**src/rtl/core/icmphfe_pkg.sv**
```systemverilog
`timescale 1ns / 1ps

package icmphfe_pkg;

	// Width of the saturating byte offset counter.
	localparam int OFFSET_WIDTH = 16;
	localparam logic [OFFSET_WIDTH-1:0] OFFSET_MAX = {OFFSET_WIDTH{1'b1}};

	// Byte offsets within the ICMP message.
	localparam logic [OFFSET_WIDTH-1:0] OFS_HEAD_END   = OFFSET_WIDTH'(8);
	localparam logic [OFFSET_WIDTH-1:0] OFS_VER_LEN    = OFFSET_WIDTH'(8);
	localparam logic [OFFSET_WIDTH-1:0] OFS_PROTO      = OFFSET_WIDTH'(17);
	localparam logic [OFFSET_WIDTH-1:0] OFS_ADDR_FIRST = OFFSET_WIDTH'(20);
	localparam logic [OFFSET_WIDTH-1:0] OFS_ADDR_LAST  = OFFSET_WIDTH'(27);
	localparam logic [OFFSET_WIDTH-1:0] OFS_PORT_LEN   = OFFSET_WIDTH'(4);

	// First last-byte offsets at which a message counts as short or full.
	localparam logic [OFFSET_WIDTH-1:0] POS_MIN_SHORT = OFFSET_WIDTH'(3);
	localparam logic [OFFSET_WIDTH-1:0] POS_MIN_FULL  = OFFSET_WIDTH'(7);
	// The transport ports end at offset 11 plus the embedded header length in bytes.
	localparam logic [OFFSET_WIDTH-1:0] POS_PORTS_END = OFFSET_WIDTH'(11);

	// ICMP error types that carry an embedded IPv4 header.
	localparam logic [7:0] TYPE_DEST_UNREACH   = 8'd3;
	localparam logic [7:0] TYPE_REDIRECT       = 8'd5;
	localparam logic [7:0] TYPE_TIME_EXCEEDED  = 8'd11;
	localparam logic [7:0] TYPE_PARAM_PROBLEM  = 8'd12;

	// Embedded IPv4 header codes.
	localparam logic [3:0] IP_VERSION_4 = 4'h4;
	localparam logic [7:0] PROTO_TCP    = 8'd6;
	localparam logic [7:0] PROTO_UDP    = 8'd17;

	typedef enum logic [1:0] {
		STATUS_TRUNCATED = 2'd0,
		STATUS_SHORT     = 2'd1,
		STATUS_FULL      = 2'd2
	} status_t;

	// Captured message state including the byte currently being absorbed.
	typedef struct packed {
		logic [OFFSET_WIDTH-1:0] pos;
		logic [63:0]             head;
		logic [7:0]              ver_len;
		logic [7:0]              proto;
		logic [63:0]             addr;
		logic [31:0]             ports;
	} cap_view_t;

	// One result record.
	typedef struct packed {
		status_t     status;
		logic [7:0]  msg_type;
		logic [7:0]  msg_code;
		logic [15:0] echo_id;
		logic [15:0] echo_seq;
		logic        inner_valid;
		logic [7:0]  inner_proto;
		logic [31:0] inner_src;
		logic [31:0] inner_dst;
		logic        ports_valid;
		logic [15:0] src_port;
		logic [15:0] dst_port;
	} rec_t;

endpackage

```
**src/rtl/core/icmphfe_capture.sv**
```systemverilog
`timescale 1ns / 1ps

module icmphfe_capture (
	input  logic                   clk,
	input  logic                   arst_n,
	input  logic                   advance,
	input  logic [7:0]             data_byte,
	input  logic                   last_byte,
	output icmphfe_pkg::cap_view_t view
);
	import icmphfe_pkg::*;

	logic [OFFSET_WIDTH-1:0] offset_q;
	logic [63:0]             head_q;
	logic [7:0]              ver_len_q;
	logic [7:0]              proto_q;
	logic [63:0]             addr_q;
	logic [31:0]             ports_q;

	logic [7:0]              vl_sel;
	logic [OFFSET_WIDTH-1:0] port_start;
	logic [OFFSET_WIDTH-1:0] port_diff;
	logic [OFFSET_WIDTH-1:0] addr_diff;
	logic                    in_port;
	logic                    in_addr;

	// The length byte seen by the port window is the arriving byte at its own offset.
	always_comb begin
		vl_sel     = (offset_q == OFS_VER_LEN) ? data_byte : ver_len_q;
		port_start = OFS_HEAD_END + OFFSET_WIDTH'({vl_sel[3:0], 2'b00});
		port_diff  = offset_q - port_start;
		addr_diff  = offset_q - OFS_ADDR_FIRST;
		in_port    = (offset_q >= OFS_VER_LEN) && (offset_q >= port_start) &&
			(port_diff < OFS_PORT_LEN);
		in_addr    = (offset_q >= OFS_ADDR_FIRST) && (offset_q <= OFS_ADDR_LAST);
	end

	// Merge the current byte into the captured fields.
	always_comb begin
		view.pos     = offset_q;
		view.head    = head_q;
		view.ver_len = ver_len_q;
		view.proto   = proto_q;
		view.addr    = addr_q;
		view.ports   = ports_q;
		for (int i = 0; i < 8; i++) begin
			if (offset_q == OFFSET_WIDTH'(i)) begin
				view.head[63-8*i -: 8] = head_q[63-8*i -: 8] | data_byte;
			end
			if (in_addr && (addr_diff[2:0] == 3'(i))) begin
				view.addr[63-8*i -: 8] = addr_q[63-8*i -: 8] | data_byte;
			end
		end
		if (offset_q == OFS_VER_LEN) begin
			view.ver_len = data_byte;
		end
		if (offset_q == OFS_PROTO) begin
			view.proto = data_byte;
		end
		for (int j = 0; j < 4; j++) begin
			if (in_port && (port_diff[1:0] == 2'(j))) begin
				view.ports[31-8*j -: 8] = ports_q[31-8*j -: 8] | data_byte;
			end
		end
	end

	// State update: keep the merged view, or clear everything after the last byte.
	always_ff @(posedge clk or negedge arst_n) begin
		if (!arst_n) begin
			offset_q  <= '0;
			head_q    <= '0;
			ver_len_q <= '0;
			proto_q   <= '0;
			addr_q    <= '0;
			ports_q   <= '0;
		end else if (advance) begin
			if (last_byte) begin
				offset_q  <= '0;
				head_q    <= '0;
				ver_len_q <= '0;
				proto_q   <= '0;
				addr_q    <= '0;
				ports_q   <= '0;
			end else begin
				if (offset_q != OFFSET_MAX) begin
					offset_q <= offset_q + OFFSET_WIDTH'(1);
				end
				head_q    <= view.head;
				ver_len_q <= view.ver_len;
				proto_q   <= view.proto;
				addr_q    <= view.addr;
				ports_q   <= view.ports;
			end
		end
	end

endmodule

```
**src/rtl/core/icmphfe_record.sv**
```systemverilog
`timescale 1ns / 1ps

module icmphfe_record (
	input  icmphfe_pkg::cap_view_t view,
	output icmphfe_pkg::rec_t      rec
);
	import icmphfe_pkg::*;

	logic [7:0]              ty;
	logic                    is_error;
	logic                    inner_ok;
	logic                    ports_ok;
	logic [OFFSET_WIDTH-1:0] ports_end;

	// Length rules for the embedded header and the transport ports.
	always_comb begin
		ty        = view.head[63:56];
		is_error  = ty inside {TYPE_DEST_UNREACH, TYPE_REDIRECT, TYPE_TIME_EXCEEDED,
			TYPE_PARAM_PROBLEM};
		ports_end = POS_PORTS_END + OFFSET_WIDTH'({view.ver_len[3:0], 2'b00});
		inner_ok  = is_error && (view.pos >= OFS_ADDR_LAST) &&
			(view.ver_len[7:4] == IP_VERSION_4);
		ports_ok  = inner_ok && (view.proto inside {PROTO_TCP, PROTO_UDP}) &&
			(view.pos >= ports_end);
	end

	// Build the record, zeroing fields whose length rule is not met.
	always_comb begin
		rec = '0;
		if (view.pos < POS_MIN_SHORT) begin
			rec.status = STATUS_TRUNCATED;
		end else begin
			rec.msg_type = ty;
			rec.msg_code = view.head[55:48];
			if (view.pos < POS_MIN_FULL) begin
				rec.status = STATUS_SHORT;
			end else begin
				rec.status   = STATUS_FULL;
				rec.echo_id  = view.head[31:16];
				rec.echo_seq = view.head[15:0];
				if (inner_ok) begin
					rec.inner_valid = 1'b1;
					rec.inner_proto = view.proto;
					rec.inner_src   = view.addr[63:32];
					rec.inner_dst   = view.addr[31:0];
				end
				if (ports_ok) begin
					rec.ports_valid = 1'b1;
					rec.src_port    = view.ports[31:16];
					rec.dst_port    = view.ports[15:0];
				end
			end
		end
	end

endmodule

```
**src/rtl/core/icmpv4_header_field_extractor.sv**
```systemverilog
`timescale 1ns / 1ps

// ICMPv4 header field extractor. Takes one message byte per item, type byte first, with
// last_byte set on the final byte, and sustains one item per clock cycle while input is
// not held off. Each byte passes through an input register and is merged into the
// captured header state. On the final byte one result record is written into the output
// register. The record therefore shows on the outputs after its last byte has passed the
// input register and the output register. Non-final bytes produce no result. Input is held
// off only while a stalled record waits in the output register and the byte in the input
// register is another final byte.
module icmpv4_header_field_extractor (
	input  logic        clk,
	input  logic        arst_n,
	input  logic        in_valid,
	output logic        in_stall,
	input  logic [7:0]  data_byte,
	input  logic        last_byte,
	output logic        out_valid,
	input  logic        out_stall,
	output logic [1:0]  status,
	output logic [7:0]  msg_type,
	output logic [7:0]  msg_code,
	output logic [15:0] echo_id,
	output logic [15:0] echo_seq,
	output logic        inner_valid,
	output logic [7:0]  inner_proto,
	output logic [31:0] inner_src,
	output logic [31:0] inner_dst,
	output logic        ports_valid,
	output logic [15:0] src_port,
	output logic [15:0] dst_port
);
	import icmphfe_pkg::*;

	logic       valid_s1;
	logic [7:0] data_s1;
	logic       last_s1;
	logic       out_valid_q;
	rec_t       rec_q;
	logic       out_free;
	logic       advance;
	cap_view_t  view;
	rec_t       rec;

	// A byte moves on unless it would produce a record while the output is full.
	assign out_free = !out_valid_q || !out_stall;
	assign advance  = valid_s1 && (!last_s1 || out_free);
	assign in_stall = valid_s1 && !advance;

	// Input register.
	always_ff @(posedge clk or negedge arst_n) begin
		if (!arst_n) begin
			valid_s1 <= 1'b0;
		end else if (!in_stall) begin
			valid_s1 <= in_valid;
		end
	end

	always_ff @(posedge clk) begin
		if (in_valid && !in_stall) begin
			data_s1 <= data_byte;
			last_s1 <= last_byte;
		end
	end

	icmphfe_capture u_capture (
		.clk       (clk),
		.arst_n    (arst_n),
		.advance   (advance),
		.data_byte (data_s1),
		.last_byte (last_s1),
		.view      (view)
	);

	icmphfe_record u_record (
		.view (view),
		.rec  (rec)
	);

	// Output register.
	always_ff @(posedge clk or negedge arst_n) begin
		if (!arst_n) begin
			out_valid_q <= 1'b0;
		end else if (advance && last_s1) begin
			out_valid_q <= 1'b1;
		end else if (!out_stall) begin
			out_valid_q <= 1'b0;
		end
	end

	always_ff @(posedge clk) begin
		if (advance && last_s1) begin
			rec_q <= rec;
		end
	end

	assign out_valid   = out_valid_q;
	assign status      = rec_q.status;
	assign msg_type    = rec_q.msg_type;
	assign msg_code    = rec_q.msg_code;
	assign echo_id     = rec_q.echo_id;
	assign echo_seq    = rec_q.echo_seq;
	assign inner_valid = rec_q.inner_valid;
	assign inner_proto = rec_q.inner_proto;
	assign inner_src   = rec_q.inner_src;
	assign inner_dst   = rec_q.inner_dst;
	assign ports_valid = rec_q.ports_valid;
	assign src_port    = rec_q.src_port;
	assign dst_port    = rec_q.dst_port;

endmodule

```
**config.mk**
```make
export PLATFORM = sky130hd
export DESIGN_NAME = icmpv4_header_field_extractor
export DESIGN_NICKNAME = d
export VERILOG_FILES = /design/src/rtl/core/icmphfe_pkg.sv /design/src/rtl/core/icmphfe_capture.sv /design/src/rtl/core/icmphfe_record.sv /design/src/rtl/core/icmpv4_header_field_extractor.sv
export SDC_FILE = /design/constraint.sdc
export NUM_CORES = 1
export LEC_CHECK = 0
export BUFFER_PORTS_ARGS = -buffer_cell sky130_fd_sc_hd__buf_2
export CORE_ASPECT_RATIO = 1.1
export CORE_MARGIN = 2
export CORE_UTILIZATION = 40
export CTS_CLUSTER_DIAMETER = 30
export DETAILED_ROUTE_END_ITERATION = 7
export MAX_ROUTING_LAYER = met4
export PLACE_DENSITY_LB_ADDON = 0.15
export SLEW_MARGIN = 20
export SYNTH_ARGS = -nofsm -noshare
export SYNTH_HDL_FRONTEND = slang
export SYNTH_SLANG_ARGS = --single-unit
```
**constraint.sdc**
```tcl
create_clock -name clk -period 16.7 [get_ports clk]
set_input_delay 2.505 -clock clk [delete_from_list [all_inputs] [get_ports clk]]
set_output_delay 2.505 -clock clk [all_outputs]
set_load 0.005 [all_outputs]
```
==> impl_metrics.py <==
metrics = {
    "worst_setup_path": {
        "cp.arrival_ns": 2.95,
        "crit_slowest_cell": "nand4_1",
        "reg2reg_from": "u_capture.offset_q[0]",
        "crit_family": "buffers and inverters",
        "worstSetupStartpoint": "out_stall",
        "timing_worst_setup_path_type": "in2out",
        "reg2reg_slack_ns": 11.35,
        "r2r.worst_path.cells": 16,
        "cp_max_fo": 3,
        "endpoint_kind": "output port",
        "cpPeakStageDelay_ns": 0.13,
        "crit_buf_inv": 3,
        "crit_top_cell": "buf_2",
        "cp_num_cells": 4,
        "worstPathRequired_ns": 14.20,
        "cp-start-kind": "input port",
        "path_cells": "buf_2 > nand4_1 > inv_1 > buf_2",
    },
    "clock_network": {
        "cts_tree": "done",
        "htree_num_levels": 3,
        "clk_latency_ns": 0.57,
        "max-clock-path-buffers": 3,
        "numCtsBuffers": 72,
        "cts_hold_buffers": 0,
        "clock_sinks": 343,
        "path_clk_slew_ns": 0.05,
        "cts-root-buf": "clkbuf_16",
        "cts_repair_resize_count": 0,
        "post_cts.repair.setup_buffers": 0,
    },
    "pwr": {
        "ir_worst_vdd_uv": 78.7,
        "netSwitchingFraction_pct": 24.4,
        "p_int_mw": 1.92,
        "power.switching_mw": 0.618,
        "leakage_nw": 7.42,
        "p_seq_share_pct": 37.6,
        "p_total_mw": 2.53,
        "power_frac_comb_pct": 6.8,
        "powerDensity_nw_per_um2": 138,
        "p_clk_share_pct": 55.5,
    },
    "place": {
        "place_ws_ns": 11.24,
        "gp_congestion": 0.870,
        "portBuffers": 170,
        "hpwl_um": 22700,
        "place_area_um2": 15900,
        "dp_cells": 1894,
    },
    "detailed_routing": {
        "drc_errors": 0,
        "via_per_inst": 5.25,
        "ant_nets": 0,
        "wl_per_cell_um": 19.3,
        "dr.pass1.iters": 4,
        "wl_um": 39200,
        "drtIter0Drc": 976,
        "vias": 10653,
    },
    "timing": {
        "slew_violations": 0,
        "min_period_ns": 5.46,
        "rsz0062_at_grt": "false",
        "finalSetupViolCount": 0,
        "slew-limit-headroom_pct": 26.2,
        "setup_ws_ns": 11.24,
        "period_share_pct": 32.7,
        "tns_ns": 0,
        "tightest_slew_ns": 1.11,
        "fmax_mhz": 183,
        "final-hold-violation-count": 0,
        "finClkSkew_ns": 0.0207,
        "fin_hold_ws_ns": 0.477,
    },
    "worst_hold_path": {
        "worstHoldPathCells": 2,
        "min_from": "u_capture.ver_len_q[1]",
        "min_path_type": "reg2reg",
    },
    "floorplan": {
        "io_pins": 171,
        "rows": 73,
        "core_area_um2": 36300,
        "die_area_um2": 38400,
        "start_util_pct": 40.7,
        "chipHeight_um": 205,
        "fp.dieW_um": 187,
    },
    "cells_and_area": {
        "multi_input_area_um2": 4730,
        "nets": 1507,
        "antenna_cells": 0,
        "ff_latch_area_um2": 9410,
        "fillCellCount": 3294,
        "fin_area_um2": 18300,
        "final_core_util_pct": 50.6,
        "final_cell_mix": "a21oi_1, nor2_1, dfrtp_1",
        "stdcell_count": 2028,
        "final_common_cell": "a21oi_1",
        "area_delta_synth_final_pct": 24.4,
        "drive_gt1_share_pct": 26.7,
    },
    "synthesis": {
        "ys_ff_latch": 343,
        "synth_edf_count": 165,
        "synth_cell_types": 69,
        "postSynthAreaPerCell_um2": 11.1,
        "syn_nets": 1349,
        "yosys.area.top_type_share_pct": 33.6,
        "synthesis.area_um2": 14700,
        "yosysWarningCount": 0,
        "synth-seq-area-share_pct": 63.8,
        "syn_inst": 1323,
        "synthFlopType": "dfrtp_1",
        "synth.largest_area_cell": "edfxtp_1",
        "synth.area.top_cells": "edfxtp_1, dfrtp_1, a21oi_1",
        "synthArstFlopShare_pct": 51.9,
    },
    "grt": {
        "antenna_found_initial": 0,
        "grt_pass1_wl_um": 61800,
        "first_global_vias": 10538,
        "grt_use_total_pct": 21.5,
        "grt-ovfl-total": 0,
        "grt_max_degree": 142,
    },
    "run": {
        "drv_cap": 0,
    },
    "status": {
        "status": "completed",
    },
}
layout make-up:
type	instances	share of cell area, %
flip-flops and latches	343	51.3
clock inverters	49	2.91
multi-input cells	840	25.8
repair buffers	192	5.57
clock buffers	85	10.4
well taps	487	3.32
inverters	32	0.696
worst min-delay path, delay by kind of cell (launching register included):
family / cells / cell delay, ns
compound gates: 1 / 0.06
flops: 1 / 0.33
simple gates: 1 / 0.05
metal layers:
layer	wire [um]	GRT usage (%)	vias up
met5	0	-	-
met4	841	6.63	0
met3	2470	4.01	73
met2	17600	31.2	355
met1	18300	30.6	5220
li1	-	-	5005
power groups by stage:
stage          clock network (mW)  logic [mW]  registers [mW]
2_1_floorplan                   0       0.103           0.966
3_3_place_gp                    0       0.173           0.966
3_5_place_dp                    0       0.175           0.966
4_1_cts                      1.43       0.176           0.953
5_1_grt                      1.48       0.192           0.957
6_report                     1.41       0.173           0.953
sequential cells by signal (all words and copies together), names as in the netlist, 16 cells and up:
name	flops
u_capture.offset_q	16
echo_id	16
u_capture.ports_q	32
echo_seq	16
dst_port	16
u_capture.head_q	48
inner_src	32
u_capture.addr_q	64
src_port	16
inner_dst	32
final timing paths:
check	endpoint
max	in_stall
min	u_capture.ver_len_q[1]
max reg2reg	u_capture.ports_q[12]
min reg2reg	u_capture.ver_len_q[1]
max in group asynchronous	u_capture.offset_q[4]
min in group asynchronous	u_capture.head_q[3]
cell families (layout without fill, tap and decap cells):
group | after synthesis | count (layout) | share of synthesized area (%)
and+or+nand+nor | 454 | 454 | 14.8
DFF | 343 | 343 | 63.8
AOI/OAI and AO/OA | 341 | 341 | 13.9
buffers and inverters | 140 | 358 | 4.41
xor gates and xnor gates | 17 | 17 | 1.01
muxes | 15 | 15 | 1.03
adders and majority gates | 13 | 13 | 1.10
synthesized netlist by cell type (all sizes together), types with 4 or more instances:
| cell type | number |
|---|---|
| and3 | 13 |
| buf | 25 |
| a22o | 8 |
| dfrtp | 178 |
| nand3 | 14 |
| a41oi | 32 |
| mux2i | 14 |
| edfxtp | 165 |
| nor4bb | 4 |
| xor2 | 10 |
| nand4 | 5 |
| nor4 | 12 |
| nor3 | 13 |
| nor2 | 275 |
| nand2b | 4 |
| ha | 13 |
| and2 | 7 |
| a22oi | 4 |
| nand2 | 80 |
| a21oi | 227 |
| xnor2 | 7 |
| clkbuf | 80 |
| o21ai | 47 |
| or4 | 4 |
| inv | 32 |
Power figures use the tool's default switching activity.
